===== src/sv/acsx_pkg.sv =====
// Package for the AES counter-mode keystream block: types, constants and the
// AES byte functions. No dependencies.
`timescale 1ns / 1ps
package acsx_pkg;

    localparam int CFG_IDX_W  = 3;
    localparam int CFG_DATA_W = 64;

    localparam logic [CFG_IDX_W-1:0] REG_KEY0   = 3'd0;
    localparam logic [CFG_IDX_W-1:0] REG_KEY1   = 3'd1;
    localparam logic [CFG_IDX_W-1:0] REG_KEY2   = 3'd2;
    localparam logic [CFG_IDX_W-1:0] REG_KEY3   = 3'd3;
    localparam logic [CFG_IDX_W-1:0] REG_KLEN   = 3'd4;
    localparam logic [CFG_IDX_W-1:0] REG_REDUCE = 3'd5;
    localparam logic [CFG_IDX_W-1:0] REG_PREFIX = 3'd6;

    localparam logic [1:0] KLEN_128 = 2'd0;
    localparam logic [1:0] KLEN_192 = 2'd1;

    localparam logic [7:0] RCON_POLY = 8'h1b;

    // One request as it travels through the queue.
    typedef struct packed {
        logic       restart;
        logic [4:0] byte_count;
    } req_t;

    function automatic logic [7:0] xtime(input logic [7:0] a);
        xtime = {a[6:0], 1'b0} ^ (a[7] ? RCON_POLY : 8'h00);
    endfunction

    function automatic logic [7:0] gf_mul(input logic [7:0] a, input logic [7:0] b);
        logic [7:0] acc;
        logic [7:0] x;
        acc = 8'h00;
        x   = a;
        for (int i = 0; i < 8; i++) begin
            if (b[i]) acc = acc ^ x;
            x = xtime(x);
        end
        gf_mul = acc;
    endfunction

    function automatic logic [7:0] sbox_calc(input logic [7:0] x);
        logic [7:0] x2, x3, x6, x12, x15, x30, x60, x120, x126, x127, inv;
        x2   = gf_mul(x, x);
        x3   = gf_mul(x2, x);
        x6   = gf_mul(x3, x3);
        x12  = gf_mul(x6, x6);
        x15  = gf_mul(x12, x3);
        x30  = gf_mul(x15, x15);
        x60  = gf_mul(x30, x30);
        x120 = gf_mul(x60, x60);
        x126 = gf_mul(x120, x6);
        x127 = gf_mul(x126, x);
        inv  = gf_mul(x127, x127);
        sbox_calc = inv ^ {inv[6:0], inv[7]} ^ {inv[5:0], inv[7:6]}
                  ^ {inv[4:0], inv[7:5]} ^ {inv[3:0], inv[7:4]} ^ 8'h63;
    endfunction

    // Constant S-box table, built at elaboration.
    typedef logic [7:0] sbox_arr_t [256];
    function automatic sbox_arr_t sbox_build();
        sbox_arr_t t;
        for (int i = 0; i < 256; i++) t[i] = sbox_calc(8'(i));
        return t;
    endfunction
    localparam sbox_arr_t SBOX = sbox_build();

    function automatic logic [31:0] sub_word(input logic [31:0] w);
        sub_word = {SBOX[w[31:24]], SBOX[w[23:16]], SBOX[w[15:8]], SBOX[w[7:0]]};
    endfunction

    // One round on a 128-bit state, byte j at bits 8j+7:8j.
    function automatic logic [127:0] aes_round(input logic [127:0] s, input logic mix);
        logic [7:0] t [16];
        logic [7:0] a0, a1, a2, a3, al;
        logic [127:0] o;
        for (int c = 0; c < 4; c++)
            for (int r = 0; r < 4; r++)
                t[4*c+r] = SBOX[s[8*(4*((c+r)%4)+r) +: 8]];
        for (int c = 0; c < 4; c++) begin
            a0 = t[4*c]; a1 = t[4*c+1]; a2 = t[4*c+2]; a3 = t[4*c+3];
            al = a0 ^ a1 ^ a2 ^ a3;
            if (mix) begin
                o[8*(4*c)   +: 8] = a0 ^ al ^ xtime(a0 ^ a1);
                o[8*(4*c+1) +: 8] = a1 ^ al ^ xtime(a1 ^ a2);
                o[8*(4*c+2) +: 8] = a2 ^ al ^ xtime(a2 ^ a3);
                o[8*(4*c+3) +: 8] = a3 ^ al ^ xtime(a3 ^ a0);
            end else begin
                o[8*(4*c)   +: 8] = a0;
                o[8*(4*c+1) +: 8] = a1;
                o[8*(4*c+2) +: 8] = a2;
                o[8*(4*c+3) +: 8] = a3;
            end
        end
        aes_round = o;
    endfunction

endpackage


===== src/sv/acsx_front.sv =====
// Front end: accepts requests and holds them in a two-entry queue.
// Depends on acsx_pkg.
`timescale 1ns / 1ps
module acsx_front (
    input  logic            aclk,
    input  logic            aresetn,
    input  logic            in_valid,
    output logic            in_ready,
    input  acsx_pkg::req_t  in_req,
    output logic            q_valid,
    input  logic            q_ready,
    output acsx_pkg::req_t  q_req
);
    acsx_pkg::req_t slot_reg [2];
    logic       wr_ptr_reg, rd_ptr_reg;
    logic [1:0] cnt_reg;
    logic       push, pop;

    assign in_ready = (cnt_reg != 2'd2);
    assign q_valid  = (cnt_reg != 2'd0);
    assign q_req    = slot_reg[rd_ptr_reg];
    assign push     = in_valid && in_ready;
    assign pop      = q_valid && q_ready;

    always_ff @(posedge aclk) begin
        if (push) slot_reg[wr_ptr_reg] <= in_req;
        if (!aresetn) begin
            wr_ptr_reg <= 1'b0;
            rd_ptr_reg <= 1'b0;
            cnt_reg    <= 2'd0;
        end else begin
            if (push) wr_ptr_reg <= ~wr_ptr_reg;
            if (pop)  rd_ptr_reg <= ~rd_ptr_reg;
            cnt_reg <= cnt_reg + {1'b0, push} - {1'b0, pop};
        end
    end
endmodule


===== config.mk =====
export PLATFORM = sky130hd
export DESIGN_NAME = acsx_front
export DESIGN_NICKNAME = d
export VERILOG_FILES = /design/src/sv/acsx_pkg.sv /design/src/sv/acsx_front.sv
export SDC_FILE = /design/constraint.sdc
export NUM_CORES = 1
export LEC_CHECK = 0
export BUFFER_PORTS_ARGS = -buffer_cell sky130_fd_sc_hd__buf_2
export CORE_ASPECT_RATIO = 0.6
export CORE_MARGIN = 5
export CORE_UTILIZATION = 25
export DETAILED_ROUTE_END_ITERATION = 16
export GPL_ROUTABILITY_DRIVEN = 0
export PLACE_DENSITY = 0.44
export SYNTH_ARGS = -nofsm -noshare
export SYNTH_HDL_FRONTEND = slang
export SYNTH_SLANG_ARGS = --single-unit

===== constraint.sdc =====
create_clock -name aclk -period 3.7 [get_ports aclk]
set_clock_uncertainty 0.2 [all_clocks]
set_input_delay 0.185 -clock aclk [delete_from_list [all_inputs] [get_ports aclk]]
set_output_delay 0.185 -clock aclk [all_outputs]
set_load 0.05 [all_outputs]

==> results.ini, run 1 <==
[outcome]
status=complete, no violations

[worst_hold_path]
holdPathStages=2
hold_class=in2reg
min-delay-start=aresetn
hold_end=cnt_reg[1]

[drt]
wl_met3_um=112
top_layer_used=met4
avgViaCountPerCell=3.81
drtAntennaViolNets=0
first_pass_iters=3
finalWirelength_um=1170
routed-via-count=385
wl_met2_um=462
detail_route.iter0.violations=12
wl_met1_um=583
wl_per_cell_um=11.5
drc_errors=0

[cts]
clk-insertion-delay-late_ps=240
htree_levels=1
cts_tree=yes
root_buffer=clkbuf_8
postCtsSetupBuffers=0
clk_pin_slew_ps=60
clk_path_buf_depth=2
cts_sinks=17
cts_buffers=3

[timing]
slew_violations=0
worst_slack_ps=1870
tns_ps=0
slew_headroom_pct=63.4
final_hold_viol_count=0
period_share_pct=49.4
max_freq_ghz=0.547
worstMarginPinSlew_ps=547
fin_crit_ps=1830
setup_viol=0
rsz0062_at_grt=no

[power_and_ir_drop]
total_power_mw=0.658
p_leak_nw=0.357
ir_drop_mv=0.260
power.density_mw_per_mm2=736

[setup_path]
ff2ff_path_depth=8
r2r_start=cnt_reg[0]
path_class=reg2reg
r2r_slack_ps=1870
cp.required_ps=3640
start_kind=register
worstPathCellList=nand2b_1 -> nand2_1 -> ha_1 -> inv_1 -> ha_1 -> xnor2_1 -> xnor2_1 -> and2_1
path_buf_inv=1
r2r-end=cnt_reg[1]
arrival_ps=1770
critPathTopFamily=adder cells
crit_slowest_cell=dfxtp_1
cp_num_cells=8
critPathCaptureType=register
cpPeakStageDelay_ps=360
cp_max_fo=4

[floorplanning]
die_h_um=50.0
die_x_um=76.7
die_area_mm2=0.00384
ios=18
core-area_mm2=0.00252
rows=14
initial_core_util_pct=26.5

[logic_synthesis]
synth_nets=55
syn_area_um2=668
synthCells=43
yosys.area.top_type=edfxtp_1
yosysSeqAreaShare_pct=68.9
ys_warn_count=0
synth_cell_types=16
synth_seq_cells=17
synth_top_area_share_pct=53.9
syn_area_per_cell_um2=15.5
synthTopCellsByArea=edfxtp_1 54%, dfxtp_1 15%, mux2_2 10%

[global_route]
grt_max_degree=10
antenna_found_initial=0
grt_pass1_vias=415
grt_pass1_wl_um=1930
track_usage_pct=6.95
overflow=0

[place]
io_buffers=17
hpwlAfterDp_um=857
place_ws_ps=1860

[final_layout]
largest_reg_flops=12
n_fill_cell=260
nets=82
diodes=0
multi_input_area_um2=199
area.sequential_um2=460
area_delta_synth_final_pct=33.7
drive_gt1_share_pct=40.6

[flow_run]
max_cap_viol_count=0

-- area by class of cell --
type / count / share of cell area, %
Inverter: 1 / 0.420
Sequential cell: 17 / 51.5
Clock buffer: 4 / 5.04
Tap cell: 32 / 4.48
Multi-Input combinational cell: 24 / 22.3
Timing Repair Buffer: 23 / 16.2
-- layer usage --
metal  global-route usage [%]  up-vias
met5                        0        -
met4                     3.49        0
met3                     5.64        2
met2                     8.17       12
met1                     8.64      170
li1                         -      201
-- placed cells by master (no fill, tap or decap), drive strengths merged --
| cell | count |
|---|---|
| ha | 2 |
| and3 | 1 |
| clkbuf | 4 |
| dlygate4sd3 | 6 |
| or2 | 1 |
| nor2 | 1 |
| and2 | 2 |
| nand2 | 2 |
| xnor2 | 3 |
| inv | 1 |
| o21a | 1 |
| edfxtp | 12 |
| dfxtp | 5 |
| nand2b | 2 |
| mux2i | 1 |
| buf | 17 |
| mux2 | 6 |
| nor2b | 2 |
-- worst max-delay path by stage --
stage                     startpoint    endpoint  slack [ps]
after floorplan           cnt_reg[0]  cnt_reg[1]        1510
after global placement    cnt_reg[0]  cnt_reg[1]        1870
after detailed placement  cnt_reg[0]  cnt_reg[1]        1860
after CTS                 cnt_reg[0]  cnt_reg[1]        1850
after global routing      cnt_reg[0]  cnt_reg[1]        1720
final                     cnt_reg[0]  cnt_reg[1]        1870
-- metrics by stage --
step	instances	cell area, µm²	utilization, %	hold WS (ps)
after global placement	91	788	31.3	177
after detailed placement	91	788	31.3	182
after global routing	101	893	35.4	31.4
after floorplan	43	668	-	83.9
after CTS	101	893	35.4	24.6
final	101	893	35.4	26.5
-- cells by family (layout without fill, tap and decap cells) --
group / after synthesis / count (layout) / synth area share (%)
simple gates: 11 / 11 / 9.18
compound gates: 1 / 1 / 1.31
xor+xnor: 3 / 3 / 3.93
mux: 7 / 7 / 11.6
buf+inv: 2 / 28 / 1.31
flops: 17 / 17 / 68.9
fa+ha+maj: 2 / 2 / 3.74
-- report_power, final --
| part | switching (mW) | leakage [nW] | internal [mW] | total, mW |
|---|---|---|---|---|
| registers | 0.0239 | 0.153 | 0.244 | 0.268 |
| clock network | 0.0549 | 0.0228 | 0.0762 | 0.131 |
| logic | 0.167 | 0.180 | 0.0913 | 0.259 |
-- synthesized netlist by cell type --
cell	instances
mux2_2	6
xnor2_1	3
and2_1	2
dfxtp_1	5
ha_1	2
edfxtp_1	12
mux2i_1	1
inv_1	1
nor2b_1	2
nand2_1	2
and3_1	1
buf_2	1
o21a_2	1
or2_2	1
nand2b_1	2
nor2_1	1
-- repair_timing --
item	4_1_cts	5_1_grt
resized for setup	0	0
hold buffers	6	0
endpoints found under the hold margin	12	0
No activity file was read; power rests on OpenSTA's default activity.
==> inputs of run 2 (changes only) <==
--- a/config.mk
+++ b/config.mk
@@ -11,7 +11,7 @@
 export CORE_UTILIZATION = 25
 export DETAILED_ROUTE_END_ITERATION = 16
 export GPL_ROUTABILITY_DRIVEN = 0
-export PLACE_DENSITY = 0.44
+export PLACE_DENSITY = 0.46
 export SYNTH_ARGS = -nofsm -noshare
 export SYNTH_HDL_FRONTEND = slang
 export SYNTH_SLANG_ARGS = --single-unit
==> constraint.sdc (replaced) <==
create_clock -name aclk -period 1.5 [get_ports aclk]
set_clock_uncertainty 0.2 [all_clocks]
set_input_delay 0.075 -clock aclk [delete_from_list [all_inputs] [get_ports aclk]]
set_output_delay 0.075 -clock aclk [all_outputs]
set_load 0.05 [all_outputs]
==> run 2 against run 1 <==
The flow now finishes with violations (negative setup slack). Wire length is 2.8% higher. Utilization is 6.4 points higher. Register-to-register slack worse by 2000 ps. Largest power group is now combinational cells. Via count is 11% higher. Global-route usage is 0.62 points higher. Clock power grew to 2.5 times the previous value. Flip-flop and latch count stayed put. Critical path type unchanged. Non-clock buffer count is 10 higher. Critical path depth is 1 lower. Worst setup slack worse by 2000 ps. Power grew to 2.9 times the previous value. Fmax is 9.6% higher.
==> results.ini, run 2 (same netlist as run 1, synthesis figures left out) <==
[outcome]
status=finished with violations
violations=negative setup slack

[final_layout]
largest_reg_flops=12  ; unchanged
n_fill_cell=248  ; -4.6%
nets=92  ; +12%
fin_area_mm2=0.00106  ; +18%
utilization_pct=41.9  ; +6.4 points
multi_input_area_um2=253  ; +27%
area_delta_synth_final_pct=58.1
diodes=0  ; unchanged
final_cells=111  ; +9.9%
final_common_cell=buf_4
layout_common_cells=13 x buf_4, 12 x edfxtp_1, 11 x buf_2
area.sequential_um2=469  ; +1.9%
drive_gt1_share_pct=58.2  ; +18 points

[power_and_ir_drop]
ir_drop_mv=0.684  ; +160%
clock_power_share_pct=17.3  ; -2.6 points
sw_frac_of_total_pct=35.8  ; -1.6 points
p_comb_share_pct=46.8  ; +7.5 points
p_seq_share_pct=35.9  ; -4.8 points
power_switching_mw=0.681  ; +180%
p_leak_nw=0.422  ; +18%
power.density_mw_per_mm2=1800  ; +140%
total_power_mw=1.90  ; +190%
internal_power_mw=1.22  ; +200%

[timing]
period_share_pct=111  ; +62 points
rsz0062_at_grt=yes
hold_ws_ps=40.2  ; +13.7 ps
worstMarginPinSlew_ps=255  ; -293 ps
final_hold_viol_count=0  ; unchanged
max_freq_ghz=0.600  ; +9.6%
slew_violations=0  ; unchanged
setup_viol=1  ; +1
slew_headroom_pct=83.1  ; +20 points
fin_crit_ps=1670  ; -160 ps
tns_ps=-168  ; -168 ps
worst_slack_ps=-168  ; -2040 ps

[flow_run]
max_cap_viol_count=0  ; unchanged

[global_route]
antenna_found_initial=0  ; unchanged
grt_pass1_wl_um=2190  ; +14%
grt_pass1_vias=458  ; +10%
track_usage_pct=7.56  ; +0.62 points
grt_max_degree=10  ; unchanged
overflow=0  ; unchanged

[drt]
detail_route.iter0.violations=11  ; -1
wl_met3_um=97  ; -13%
drtAntennaViolNets=0  ; unchanged
finalWirelength_um=1200  ; +2.8%
drc_errors=0  ; unchanged
wl_per_cell_um=10.8  ; -6.4%
avgViaCountPerCell=3.86  ; +1.2%
wl_met1_um=604  ; +3.6%
routed-via-count=428  ; +11%
first_pass_iters=2  ; -1
top_layer_used=met3
wl_met2_um=497  ; +7.6%

[cts]
clk-insertion-delay-late_ps=250  ; about the same
clk_path_buf_depth=2  ; unchanged
cts_sinks=17  ; unchanged
htree_levels=1  ; unchanged
cts_buffers=3  ; unchanged
cts_tree=yes
clk_pin_slew_ps=60  ; about the same
root_buffer=clkbuf_8

[setup_path]
start_kind=register
arrival_ps=1610  ; -160 ps
critPathCaptureType=register
cp.required_ps=1440  ; -2200 ps
path_class=reg2reg
cp_max_fo=3  ; -1

[place]
place_inst=98  ; +7.7%
place_ws_ps=-218  ; -2080 ps
io_buffers=17  ; unchanged
place_area_um2=880  ; +12%
hpwlAfterDp_um=939  ; +9.6%

[floorplanning]
die_x_um=76.7  ; unchanged
die_h_um=50.0  ; unchanged
initial_core_util_pct=26.5  ; unchanged
die_area_mm2=0.00384  ; unchanged
ios=18  ; unchanged
core-area_mm2=0.00252  ; unchanged
rows=14  ; unchanged

[worst_hold_path]
hold_class=in2reg

## run 2: final cells by class
| class | instances | area share [%] |
|---|---|---|
| tap | 32 | 3.79 |
| sequential | 17 | 44.4 |
| clock buffer | 4 | 4.27 |
| inverter | 1 | 0.355 |
| timing repair buffer | 33 | 23.2 |
| multi-input combinational | 24 | 23.9 |
## run 2: power groups by stage
stage,clock [mW],sequential (mW),combinational (mW)
final,0.329,0.682,0.890
after global routing,0.374,0.697,0.979
after CTS,0.348,0.686,0.853
after detailed placement,0,0.681,0.768
after global placement,0,0.679,0.770
after floorplan,0,0.652,0.596
## run 2: timing repair
item                                   in CTS  in global routing
buffers inserted                            2                  0
setup endpoints to repair                   9                  8
hold buffers                                7                  0
pin swaps                                   5                  1
resized for setup                           7                 12
gates cloned                                0                  0
endpoints found under the hold margin      17                  0
## run 2: layer usage
metal  vias up  GRT usage [%]
met5         -              0
met4         0          0.872
met3         0           5.27
met2        11           10.4
met1       193           9.83
li1        224              -
## run 2: path summary, 6_finish.rpt
| path | slack [ps] | to | cells after the start | startpoint |
|---|---|---|---|---|
| worst max-delay path | -170 | cnt_reg[1] | 7 | cnt_reg[1] |
| worst min-delay path | 40 | wr_ptr_reg | 4 | in_valid |
| worst max register to register | -170 | cnt_reg[1] | 7 | cnt_reg[1] |
| worst min register to register | 290 | wr_ptr_reg | 2 | wr_ptr_reg |
## run 2: critical path: stages, from the launching register on
cell,delay [ps]
dfxtp_2,340
o21a_4,230
ha_4,250
inv_2,30
ha_4,150
xnor2_2,120
xnor2_1,110
and2_1,120
